**src/sv/ptt_pkg.sv**
```systemverilog
// Package for the periodic timer table: sizes, codes and shared types.
package ptt_pkg;

  localparam int SLOTS     = 16;
  localparam int TIME_BITS = 48;
  localparam int WAIT_BITS = 48;
  localparam int HANDLE_W  = 16;
  localparam int PERIOD_W  = 32;
  localparam int FUNC_W    = 3;
  localparam int IDX_W     = (SLOTS > 1) ? $clog2(SLOTS) : 1;

  localparam logic [FUNC_W-1:0] FUNC_ARM_ABS = 3'd0;
  localparam logic [FUNC_W-1:0] FUNC_ARM_REL = 3'd1;
  localparam logic [FUNC_W-1:0] FUNC_UPDATE  = 3'd2;
  localparam logic [FUNC_W-1:0] FUNC_CANCEL  = 3'd3;
  localparam logic [FUNC_W-1:0] FUNC_TICK    = 3'd4;

  localparam logic KIND_FIRE  = 1'b0;
  localparam logic KIND_SCHED = 1'b1;

  typedef struct packed {
    logic [HANDLE_W-1:0]  owner;
    logic [TIME_BITS-1:0] deadline;
    logic [PERIOD_W-1:0]  period;
  } entry_t;

  // per-slot decision from the slot evaluator
  typedef struct packed {
    logic fire;   // slot is due on this tick
    logic live;   // slot valid after the operation
    logic wr;     // entry contents change
  } upd_t;

  typedef enum logic [2:0] {
    ST_IDLE,
    ST_ARM,
    ST_PRIME,
    ST_SCAN,
    ST_FOLD,
    ST_DONE
  } state_e;

endpackage

```
**src/sv/ptt_ram.sv**
```systemverilog
// Slot memory: one write port, one registered read port.
module ptt_ram (
  input  logic                   clk_i,
  input  logic                   we_i,
  input  logic [ptt_pkg::IDX_W-1:0] waddr_i,
  input  ptt_pkg::entry_t        wdata_i,
  input  logic [ptt_pkg::IDX_W-1:0] raddr_i,
  output ptt_pkg::entry_t        rdata_o
);

  ptt_pkg::entry_t mem [ptt_pkg::SLOTS];
  ptt_pkg::entry_t rdata_q;

  always_ff @(posedge clk_i) begin
    if (we_i) begin
      mem[waddr_i] <= wdata_i;
    end
  end

  always_ff @(posedge clk_i) begin
    rdata_q <= mem[raddr_i];
  end

  assign rdata_o = rdata_q;

endmodule

```
**src/sv/ptt_slot_upd.sv**
```systemverilog
// Slot evaluator: applies update, cancel or tick to one read entry.
module ptt_slot_upd (
  input  logic [ptt_pkg::FUNC_W-1:0]    func_i,
  input  logic [ptt_pkg::HANDLE_W-1:0]  handle_i,
  input  logic [ptt_pkg::PERIOD_W-1:0]  period_i,
  input  logic [ptt_pkg::TIME_BITS-1:0] now_i,
  input  logic                          valid_i,
  input  ptt_pkg::entry_t               entry_i,
  output ptt_pkg::entry_t               entry_o,
  output ptt_pkg::upd_t                 upd_o
);

  logic                          match;
  logic                          due;
  logic [ptt_pkg::TIME_BITS:0]   sum;
  logic                          catch_up;
  logic [ptt_pkg::TIME_BITS-1:0] from_now;
  logic [ptt_pkg::TIME_BITS-1:0] next_dl;

  assign match    = valid_i && (entry_i.owner == handle_i);
  assign due      = valid_i && (entry_i.deadline <= now_i);
  // exact sum, carry kept for the catch-up test
  assign sum      = {1'b0, entry_i.deadline} + (ptt_pkg::TIME_BITS+1)'(entry_i.period);
  assign catch_up = sum <= {1'b0, now_i};
  assign from_now = now_i + ptt_pkg::TIME_BITS'(entry_i.period);
  assign next_dl  = catch_up ? from_now : sum[ptt_pkg::TIME_BITS-1:0];

  always_comb begin
    entry_o     = entry_i;
    upd_o.fire  = 1'b0;
    upd_o.live  = valid_i;
    upd_o.wr    = 1'b0;
    case (func_i)
      ptt_pkg::FUNC_UPDATE: begin
        if (match) begin
          entry_o.period = period_i;
          upd_o.wr       = 1'b1;
        end
      end
      ptt_pkg::FUNC_CANCEL: begin
        if (match) begin
          upd_o.live = 1'b0;
        end
      end
      ptt_pkg::FUNC_TICK: begin
        if (due) begin
          upd_o.fire = 1'b1;
          if (entry_i.period != '0) begin
            entry_o.deadline = next_dl;
            upd_o.wr         = 1'b1;
          end else begin
            upd_o.live = 1'b0;
          end
        end
      end
      default: begin
      end
    endcase
  end

endmodule

```
**src/sv/periodic_timer_table_top.sv**
```systemverilog
// Periodic timer table top level: sequencer, valid marks, earliest-deadline fold, output register.
// Scan: one slot per cycle, except while a due slot waits on a stall of the result channel; the
//   schedule beat enters the output register from DONE after the scan and FOLD (arm adds ARM, PRIME).
// Throughput: one item at a time; the input stalls from acceptance until the schedule beat is
//   registered; the memory's single read port sets the one-slot-per-cycle scan.
// Reset clears the valid marks and the sequencer at once; slot memory is not cleared and is
//   only used for valid slots, so no clearing pass is needed.
module periodic_timer_table_top (
  input  logic                          clk_i,
  input  logic                          rst_ni,
  // input channel
  input  logic                          in_valid_i,
  output logic                          in_stall_o,
  input  logic [ptt_pkg::FUNC_W-1:0]    func_i,
  input  logic [ptt_pkg::HANDLE_W-1:0]  handle_i,
  input  logic [ptt_pkg::TIME_BITS-1:0] time_ms_i,
  input  logic [ptt_pkg::PERIOD_W-1:0]  interval_ms_i,
  input  logic [ptt_pkg::TIME_BITS-1:0] now_ms_i,
  // result channel
  output logic                          out_valid_o,
  input  logic                          out_stall_i,
  output logic                          kind_o,
  output logic [ptt_pkg::HANDLE_W-1:0]  fired_handle_o,
  output logic [ptt_pkg::WAIT_BITS-1:0] wait_ms_o,
  output logic                          pending_o,
  output logic                          table_full_o,
  output logic                          last_o
);

  localparam int CmpW = (ptt_pkg::TIME_BITS > ptt_pkg::WAIT_BITS) ?
                        ptt_pkg::TIME_BITS : ptt_pkg::WAIT_BITS;
  localparam logic [ptt_pkg::WAIT_BITS-1:0] WaitMax = '1;
  localparam logic [ptt_pkg::IDX_W-1:0]     LastIdx = ptt_pkg::IDX_W'(ptt_pkg::SLOTS - 1);

  // sequencer
  ptt_pkg::state_e state_q, state_d;
  logic [ptt_pkg::IDX_W-1:0] idx_q, idx_d;

  // latched item
  logic [ptt_pkg::FUNC_W-1:0]    func_q;
  logic [ptt_pkg::HANDLE_W-1:0]  handle_q;
  logic [ptt_pkg::PERIOD_W-1:0]  per_q;
  logic [ptt_pkg::TIME_BITS-1:0] now_q;
  logic [ptt_pkg::TIME_BITS-1:0] arm_dl_q;
  logic                          full_q, full_d;

  // valid marks, one flop per slot
  logic [ptt_pkg::SLOTS-1:0] valid_q, valid_d;

  // fold stage and earliest deadline
  logic                          p_live_q;
  logic [ptt_pkg::TIME_BITS-1:0] p_dl_q;
  logic                          any_q, any_d;
  logic [ptt_pkg::TIME_BITS-1:0] min_q, min_d;

  // output register
  logic                          out_valid_q, out_valid_d;
  logic                          kind_q;
  logic [ptt_pkg::HANDLE_W-1:0]  fh_q;
  logic [ptt_pkg::WAIT_BITS-1:0] wait_q;
  logic                          pend_q;
  logic                          tfull_q;
  logic                          last_q;

  // memory port
  logic                      ram_we;
  logic [ptt_pkg::IDX_W-1:0] ram_waddr;
  ptt_pkg::entry_t           ram_wdata;
  logic [ptt_pkg::IDX_W-1:0] ram_raddr;
  ptt_pkg::entry_t           ram_rdata;

  // slot evaluation
  ptt_pkg::entry_t upd_entry;
  ptt_pkg::upd_t   upd;

  logic                      in_accept;
  logic                      out_free;
  logic                      advance;
  logic                      emit_fire;
  logic                      emit_sched;
  logic                      free_found;
  logic [ptt_pkg::IDX_W-1:0] free_idx;
  logic [ptt_pkg::WAIT_BITS-1:0] sched_wait;

  assign in_stall_o = (state_q != ptt_pkg::ST_IDLE);
  assign in_accept  = in_valid_i && !in_stall_o;
  assign out_free   = !out_valid_q || !out_stall_i;

  ptt_ram u_ram (
    .clk_i   (clk_i),
    .we_i    (ram_we),
    .waddr_i (ram_waddr),
    .wdata_i (ram_wdata),
    .raddr_i (ram_raddr),
    .rdata_o (ram_rdata)
  );

  ptt_slot_upd u_slot_upd (
    .func_i   (func_q),
    .handle_i (handle_q),
    .period_i (per_q),
    .now_i    (now_q),
    .valid_i  (valid_q[idx_q]),
    .entry_i  (ram_rdata),
    .entry_o  (upd_entry),
    .upd_o    (upd)
  );

  // lowest free slot
  always_comb begin
    free_found = 1'b0;
    free_idx   = '0;
    for (int i = ptt_pkg::SLOTS - 1; i >= 0; i--) begin
      if (!valid_q[i]) begin
        free_found = 1'b1;
        free_idx   = ptt_pkg::IDX_W'(i);
      end
    end
  end

  // next state
  always_comb begin
    state_d = state_q;
    case (state_q)
      ptt_pkg::ST_IDLE: begin
        if (in_accept) begin
          if (func_i == ptt_pkg::FUNC_ARM_ABS || func_i == ptt_pkg::FUNC_ARM_REL) begin
            state_d = ptt_pkg::ST_ARM;
          end else begin
            state_d = ptt_pkg::ST_SCAN;
          end
        end
      end
      ptt_pkg::ST_ARM:   state_d = ptt_pkg::ST_PRIME;
      ptt_pkg::ST_PRIME: state_d = ptt_pkg::ST_SCAN;
      ptt_pkg::ST_SCAN: begin
        if (advance && idx_q == LastIdx) begin
          state_d = ptt_pkg::ST_FOLD;
        end
      end
      ptt_pkg::ST_FOLD:  state_d = ptt_pkg::ST_DONE;
      ptt_pkg::ST_DONE: begin
        if (out_free) begin
          state_d = ptt_pkg::ST_IDLE;
        end
      end
      default: state_d = ptt_pkg::ST_IDLE;
    endcase
  end

  // sequencer outputs: memory port and beat emission
  always_comb begin
    ram_we     = 1'b0;
    ram_waddr  = idx_q;
    ram_wdata  = upd_entry;
    ram_raddr  = '0;
    advance    = 1'b0;
    emit_fire  = 1'b0;
    emit_sched = 1'b0;
    case (state_q)
      ptt_pkg::ST_ARM: begin
        ram_we    = free_found;
        ram_waddr = free_idx;
        ram_wdata = '{owner: handle_q, deadline: arm_dl_q, period: per_q};
      end
      ptt_pkg::ST_SCAN: begin
        // a due slot waits here until its fire beat fits in the output register
        advance   = !upd.fire || out_free;
        emit_fire = upd.fire && out_free;
        ram_we    = advance && upd.wr;
        if (!advance) begin
          ram_raddr = idx_q;
        end else if (idx_q != LastIdx) begin
          ram_raddr = idx_q + ptt_pkg::IDX_W'(1);
        end
      end
      ptt_pkg::ST_DONE: begin
        emit_sched = out_free;
      end
      default: begin
      end
    endcase
  end

  // valid marks, slot index and table-full flag
  always_comb begin
    valid_d = valid_q;
    idx_d   = idx_q;
    full_d  = full_q;
    if (in_accept) begin
      idx_d  = '0;
      full_d = 1'b0;
    end
    if (state_q == ptt_pkg::ST_ARM) begin
      if (free_found) begin
        valid_d[free_idx] = 1'b1;
      end else begin
        full_d = 1'b1;
      end
    end
    if (advance) begin
      valid_d[idx_q] = upd.live;
      idx_d          = idx_q + ptt_pkg::IDX_W'(1);
    end
  end

  // earliest deadline over the slots that stay valid
  always_comb begin
    any_d = any_q;
    min_d = min_q;
    if (in_accept) begin
      any_d = 1'b0;
    end else if (p_live_q && (!any_q || p_dl_q < min_q)) begin
      any_d = 1'b1;
      min_d = p_dl_q;
    end
  end

  // wait to the earliest deadline: at least one, saturated to the field; zero when no slot stays valid
  always_comb begin
    logic [ptt_pkg::TIME_BITS-1:0] diff;
    logic [CmpW-1:0]               diff_x;
    diff   = (min_q > now_q) ? (min_q - now_q) : ptt_pkg::TIME_BITS'(1);
    diff_x = CmpW'(diff);
    if (!any_q) begin
      sched_wait = '0;
    end else if (diff_x > CmpW'(WaitMax)) begin
      sched_wait = WaitMax;
    end else begin
      sched_wait = ptt_pkg::WAIT_BITS'(diff_x);
    end
  end

  always_comb begin
    out_valid_d = out_valid_q;
    if (emit_fire || emit_sched) begin
      out_valid_d = 1'b1;
    end else if (!out_stall_i) begin
      out_valid_d = 1'b0;
    end
  end

  // control registers
  always_ff @(posedge clk_i or negedge rst_ni) begin
    if (!rst_ni) begin
      state_q     <= ptt_pkg::ST_IDLE;
      idx_q       <= '0;
      valid_q     <= '0;
      full_q      <= 1'b0;
      any_q       <= 1'b0;
      p_live_q    <= 1'b0;
      out_valid_q <= 1'b0;
    end else begin
      state_q     <= state_d;
      idx_q       <= idx_d;
      valid_q     <= valid_d;
      full_q      <= full_d;
      any_q       <= any_d;
      p_live_q    <= advance && upd.live;
      out_valid_q <= out_valid_d;
    end
  end

  // payload registers
  always_ff @(posedge clk_i) begin
    if (in_accept) begin
      func_q   <= func_i;
      handle_q <= handle_i;
      per_q    <= interval_ms_i;
      now_q    <= now_ms_i;
      arm_dl_q <= (func_i == ptt_pkg::FUNC_ARM_REL) ? (now_ms_i + time_ms_i) : time_ms_i;
    end
    min_q  <= min_d;
    p_dl_q <= upd_entry.deadline;
    if (emit_fire) begin
      kind_q  <= ptt_pkg::KIND_FIRE;
      fh_q    <= ram_rdata.owner;
      wait_q  <= '0;
      pend_q  <= 1'b0;
      tfull_q <= 1'b0;
      last_q  <= 1'b0;
    end else if (emit_sched) begin
      kind_q  <= ptt_pkg::KIND_SCHED;
      fh_q    <= '0;
      wait_q  <= sched_wait;
      pend_q  <= any_q;
      tfull_q <= full_q;
      last_q  <= 1'b1;
    end
  end

  assign out_valid_o    = out_valid_q;
  assign kind_o         = kind_q;
  assign fired_handle_o = fh_q;
  assign wait_ms_o      = wait_q;
  assign pending_o      = pend_q;
  assign table_full_o   = tfull_q;
  assign last_o         = last_q;

  // fire beats come from tick scans only
  a_fire_only_tick: assert property (@(posedge clk_i) disable iff (!rst_ni)
    emit_fire |-> (func_q == ptt_pkg::FUNC_TICK && state_q == ptt_pkg::ST_SCAN))
    else $error("fire beat outside a tick scan");

  // the final beat of an item is always the schedule result
  a_last_is_sched: assert property (@(posedge clk_i) disable iff (!rst_ni)
    emit_sched |=> (out_valid_q && last_q && kind_q == ptt_pkg::KIND_SCHED && fh_q == '0))
    else $error("schedule beat malformed");

  // the fold stage only carries slots that left the scan the cycle before
  a_fold_from_scan: assert property (@(posedge clk_i) disable iff (!rst_ni)
    p_live_q |-> $past(state_q) == ptt_pkg::ST_SCAN)
    else $error("fold stage loaded outside the scan");

  // scan writes go back to the slot just read
  a_scan_wb_addr: assert property (@(posedge clk_i) disable iff (!rst_ni)
    (ram_we && state_q == ptt_pkg::ST_SCAN) |-> (ram_waddr == idx_q && advance))
    else $error("write-back to a slot other than the one evaluated");

endmodule
```
**config.mk**
```make
export PLATFORM = sky130hd
export DESIGN_NAME = periodic_timer_table_top
export DESIGN_NICKNAME = d
export VERILOG_FILES = /design/src/sv/ptt_pkg.sv /design/src/sv/ptt_ram.sv /design/src/sv/ptt_slot_upd.sv /design/src/sv/periodic_timer_table_top.sv
export SDC_FILE = /design/constraint.sdc
export NUM_CORES = 2
export LEC_CHECK = 0
export BUFFER_PORTS_ARGS = -buffer_cell sky130_fd_sc_hd__buf_2
export CORE_MARGIN = 2
export CORE_UTILIZATION = 45
export CTS_BUF_LIST = sky130_fd_sc_hd__clkbuf_2 sky130_fd_sc_hd__clkbuf_4 sky130_fd_sc_hd__clkbuf_8
export CTS_CLUSTER_SIZE = 10
export DETAILED_ROUTE_END_ITERATION = 10
export SYNTH_ARGS = -nofsm -noshare
export SYNTH_HDL_FRONTEND = slang
export SYNTH_HIERARCHICAL = 1
export SYNTH_SLANG_ARGS = --single-unit
```
**constraint.sdc**
```tcl
create_clock -name clk_i -period 12.65 [get_ports clk_i]
set_input_delay 1.265 -clock clk_i [delete_from_list [all_inputs] [get_ports clk_i]]
set_output_delay 1.265 -clock clk_i [all_outputs]
set_load 0.01 [all_outputs]
```
; ---- Word level (Yosys, flattened, before mapping)
; Memory sizes are Yosys's and may differ from the RTL's. A register that Yosys moved wholly into a read port is not among the register bits.
; Cells that the tools add are included.
[word_totals]
regBits = 337
ramBits = 1536
in_bits = 151
out_inout_bits = 70
elab_cells = 168
mem_count = 1
[op_classes]
n_addsub = 5
order_cmp = 9
eq_ne = 16
mux = 87
bitwise_logic = 2
reduce_logical = 29
[memory_table]
columns = memory, depth, word_bits, read_ports, rd_ports_with_merged_regs, wr, line_no
row1 = u_ram.mem, 16, 96, 1, 1, 1, ptt_ram.sv:11  ; ptt_pkg::entry_t mem [ptt_pkg::SLOTS];
[ops]
columns = cell, n
row1 = $mux 48, 8
row2 = $mux 96, 1
row3 = $mux 4, 22
row4 = $mux 16, 5
row5 = $mux 32, 2
row6 = $add 48x32->49, 1
row7 = $le 49x48->1, 1
row8 = $add 48x32->48, 1
row9 = $add 48x48->48, 1
row10 = $gt 48x48->1, 1
row11 = $gt 48x48->1 const B, 1
row12 = $le 48x48->1, 1
row13 = $lt 48x48->1, 1
row14 = $sub 48x48->48, 1
row15 = $mux 1, 36
row16 = $reduce_bool 32->1, 1
row17 = $pmux 3 s6, 1
row18 = $bwmux 16, 1
row19 = $eq 16x16->1, 1
row20 = $or 16x16->16, 1
row21 = $eq 3x2->1 const B, 4
row22 = $mux 3, 4
row23 = $logic_and 1x1->1, 10
row24 = $lt 4x5->1 const B, 2
row25 = 20 further kinds, 40

; ---- Logic depth before layout (Yosys ltp)
[logic_depth]
depth_word = 25
mapped_depth = 27
ltp_nobuf = 25

; ---- Modules after synthesis
; Netlist, hierarchy kept.
[by_module_without_submodules]
columns = module, instances, cells_per_inst, area_each_um2
row1 = ptt_ram, 1, 2460, 59354.4
row2 = periodic_timer_table_top, 1, 2090, 19434.9
row3 = ptt_slot_upd, 1, 1131, 7978.9

; ---- Worst setup path before layout
; No wires, ideal clock.
[synth_path]
kind = reg-to-reg
from = register now_q[11] (netlist name)
to = memory u_ram/mem[0][0] (netlist name) (enable)
arrival_ns = 9.980
t_required_ns = 11.982
slack_ns = 2.001
path_stages_with_launch = 16
period_less_slack_ns = 10.649
cell_sequence = edfxtp_1 -> inv_1 -> ha_1 -> a21oi_1 -> o21ai_1 -> a221o_1 -> a2111oi_2 -> o221ai_1 -> o31a_1 -> nor4_2 -> clkbuf_1 -> or2_2 -> nand2_1 -> o21ai_0 -> or3b_2 -> nor3_1
[synth_lines]
columns = element, line_no
row1 = "start, declared", periodic_timer_table_top.sv:43  ; logic [ptt_pkg::TIME_BITS-1:0] now_q;
row2 = "start signal, assigned", periodic_timer_table_top.sv:270  ; now_q <= now_ms_i;
row3 = "end, declared", ptt_ram.sv:11

==> reports/metrics.csv <==
metric,value,unit
skew,88.5,ps
io_buffers,220,
dp_hpwl,154000,um
synthFlopType,edfxtp_1,
syn_avg_cell_area,15.3,um^2
netlist_area,86800,um^2
min_period,9140,ps
fmax,0.109,GHz
post-cts-setup-buffers,0,
area_delta_synth_final,12.4,%
gp_congestion,0.927,
max-vdd-ir-drop,0.227,mV
critical-path-max-stage-delay,1050,ps
yosysUniqueCellTypes,108,
syn_nets,6142,
maxSlewHeadroom,0.170,
cts_made_buffers,341,
post-route-period-util,0.723,
worst_path_max_delay_cell,a311oi_1,
wl,250000,um
cts_tree,yes,
cts-resized-gates,0,
synth_edf_count,1747,
initial_utilization,0.452,
clk_latency,1050,ps
antenna_found_initial,13,
grt_pass1_vias,52100,
clk_pin_slew,60,ps
grt_pass1_wl,359000,um
arrival,9900,ps
drt-initial-drc-count,6263,
synth-seq-cells,1969,
drv_cap,0,
row_count,161,
rr_worst_depth,22,
met2_length,112000,um
io_pins,221,
core,192000,um^2
startpoint_type,register,
wl_met1,111000,um
wire_per_inst,28.2,um
mostFrequentLayoutCells,"edfxtp_1, nand2_1, mux4_2",
cp_cell_sequence,ha_1 -> a21o_1 -> a21oi_1 -> a2111oi_0 -> o31ai_1 -> o21a_1 -> o21ai_0 -> a221oi_1 -> xnor2_1 -> ha_1 -> nand4_1 -> nor3_1 -> nand3_1 -> a311oi_1 -> o31ai_1 -> a2bb2oi_1 -> a41o_1 -> nand2_1 -> o311a_1 -> o21ai_0 -> nand2_1 -> nand2_1,
cpMostUsedCell,nand2_1,
num_vias,53100,
hold_viol,0,
layout_commonest_cell,edfxtp_1,
grt_max_degree,115,
cts_root_buf,clkbuf_8,
fin_util,0.508,
cts-hold-fix-buffers,0,
critPathMaxFanout,26,
report.final.slew_viol_count,0,
power_density,262,nW/um^2
yosys_warnings,6,
cellLeakagePower,34.6,nW
path_delay_family,compound AO/OA/AOI/OAI gates,
outcome,"finished, final reports clean",
die-area,196000,um^2
nets,6534,
path_class,reg2reg,
timing.rr.end,u_ram/mem[13][71]$_DFFE_PP_,
holdCritPathClass,in2async,
r2r_start,u_ram/rdata_o[3]$_DFF_P_,
clk_path_buf_depth,4,
syn_inst,5681,
tns,0,ps
grt_overflow,0,
synthArstFlopShare,0.0137,
r2r_slack,3510,ps
numClockSinks,1969,
grt_use_total,0.251,
crit_buf_inv,0,
drc,0,
first_pass_iters,5,
setup_violations,0,
rsz0062_at_grt,no,
dieWidth,443,um
wl_met3,19800,um
dr.max_layer_used,met5,
drive_gt1_frac,0.216,
htreeDepth,5,
required,13410,ps
viasPerCell,6.00,
worst-slew-pin-transition,1240,ps
synth-seq-area-share,0.657,
worstSetupEndpointType,register,
detail-route-antenna-nets,0,
dieHeight,443,um
## how the worst max path moves through the flow
| stage | cells past startpoint | to | slack, ps | startpoint |
|---|---|---|---|---|
| final | 22 | u_ram/mem[13][71]$_DFFE_PP_ | 3510 | u_ram/rdata_o[3]$_DFF_P_ |
| after floorplan | 15 | u_ram/mem[0][0]$_DFFE_PP_ | 2000 | now_q[11]$_DFFE_PP_ |
| after global routing | 22 | u_ram/mem[11][74]$_DFFE_PP_ | 3460 | u_ram/rdata_o[3]$_DFF_P_ |
| after CTS | 22 | u_ram/mem[13][71]$_DFFE_PP_ | 3850 | u_ram/rdata_o[3]$_DFF_P_ |
| after global placement | 22 | u_ram/mem[6][71]$_DFFE_PP_ | 3990 | u_ram/rdata_o[3]$_DFF_P_ |
| after detailed placement | 22 | u_ram/mem[7][71]$_DFFE_PP_ | 3920 | u_ram/rdata_o[3]$_DFF_P_ |
## routing by layer
metal,GRT usage,vias to the layer above
li1,-,23000
met1,0.373,27400
met2,0.378,2376
met3,0.0439,359
met4,0.0806,2
met5,0,-
## sequential cells by signal, summed over array words and instances, names as in the netlist
name,flops
u_ram/mem,1536
u_ram/rdata_o,96
arm_dl_q,48
min_q,48
now_q,48
p_dl_q,48
wait_ms_o,48
per_q,32
fired_handle_o,16
handle_q,16
valid_q,16
idx_q,4
func_q,3
state_q,3
any_q,1
full_q,1
last_o,1
out_valid_o,1
p_live_q,1
pending_o,1
table_full_o,1
## synthesized netlist by cell type (37+ instances only)
cell | instances | share of area
edfxtp_1 | 1747 | 0.60
nand2_1 | 681 | 0.029
mux4_2 | 389 | 0.10
ha_1 | 306 | 0.044
a21oi_1 | 265 | 0.015
inv_1 | 208 | 0.0090
o21ai_0 | 206 | 0.012
dfxtp_1 | 195 | 0.045
a22oi_1 | 194 | 0.017
nor2_1 | 173 | 0.0075
clkbuf_1 | 125 | 0.0054
xnor2_1 | 116 | 0.012
a21o_1 | 100 | 0.0087
nand3_1 | 73 | 0.0042
xor2_1 | 59 | 0.0060
nand4_1 | 58 | 0.0042
nor3_1 | 47 | 0.0027
buf_4 | 38 | 0.0033
buf_1 | 37 | 0.0016
## logic make-up after synthesis
group,count (synthesis),synth area share
multiplexers,452,0.109
XOR/XNOR,175,0.0177
AO/OA/AOI/OAI,1071,0.0819
buffers and inverters,466,0.0246
flip-flops,1969,0.657
adder cells (fa/ha/maj),310,0.0450
AND/OR/NAND/NOR,1238,0.0647
## where the power goes
group / leakage (nW) / switching, W / internal, W
combinational: 13.2 / 0.00626 / 0.00365
clock: 3.62 / 0.00255 / 0.00326
sequential: 17.7 / 0.000677 / 0.00916
## final cells by class
cell class	instances	area (um^2)
fillers	16000	94500
well taps	2526	3160
repair buffers	306	1870
inverters	209	790
multi-input cells	3246	27800
diodes	2	5.00
clock buffers	506	6140
clock inverters	96	659
flip-flops and latches	1969	57000
## stage by stage
step	hold WS, ps	cell area (um^2)	cells	setup slack [ps]	power (W)
finish	263	97500	8860	3510	0.0256
global route	263	97500	8859	3460	0.0269
CTS	194	97500	8858	3850	0.0256
detailed placement	437	90700	8256	3920	0.0198
global placement	431	90700	8256	3990	0.0197
floorplan	400	86800	5681	2000	0.0166
Power figures use the tool's default switching activity.
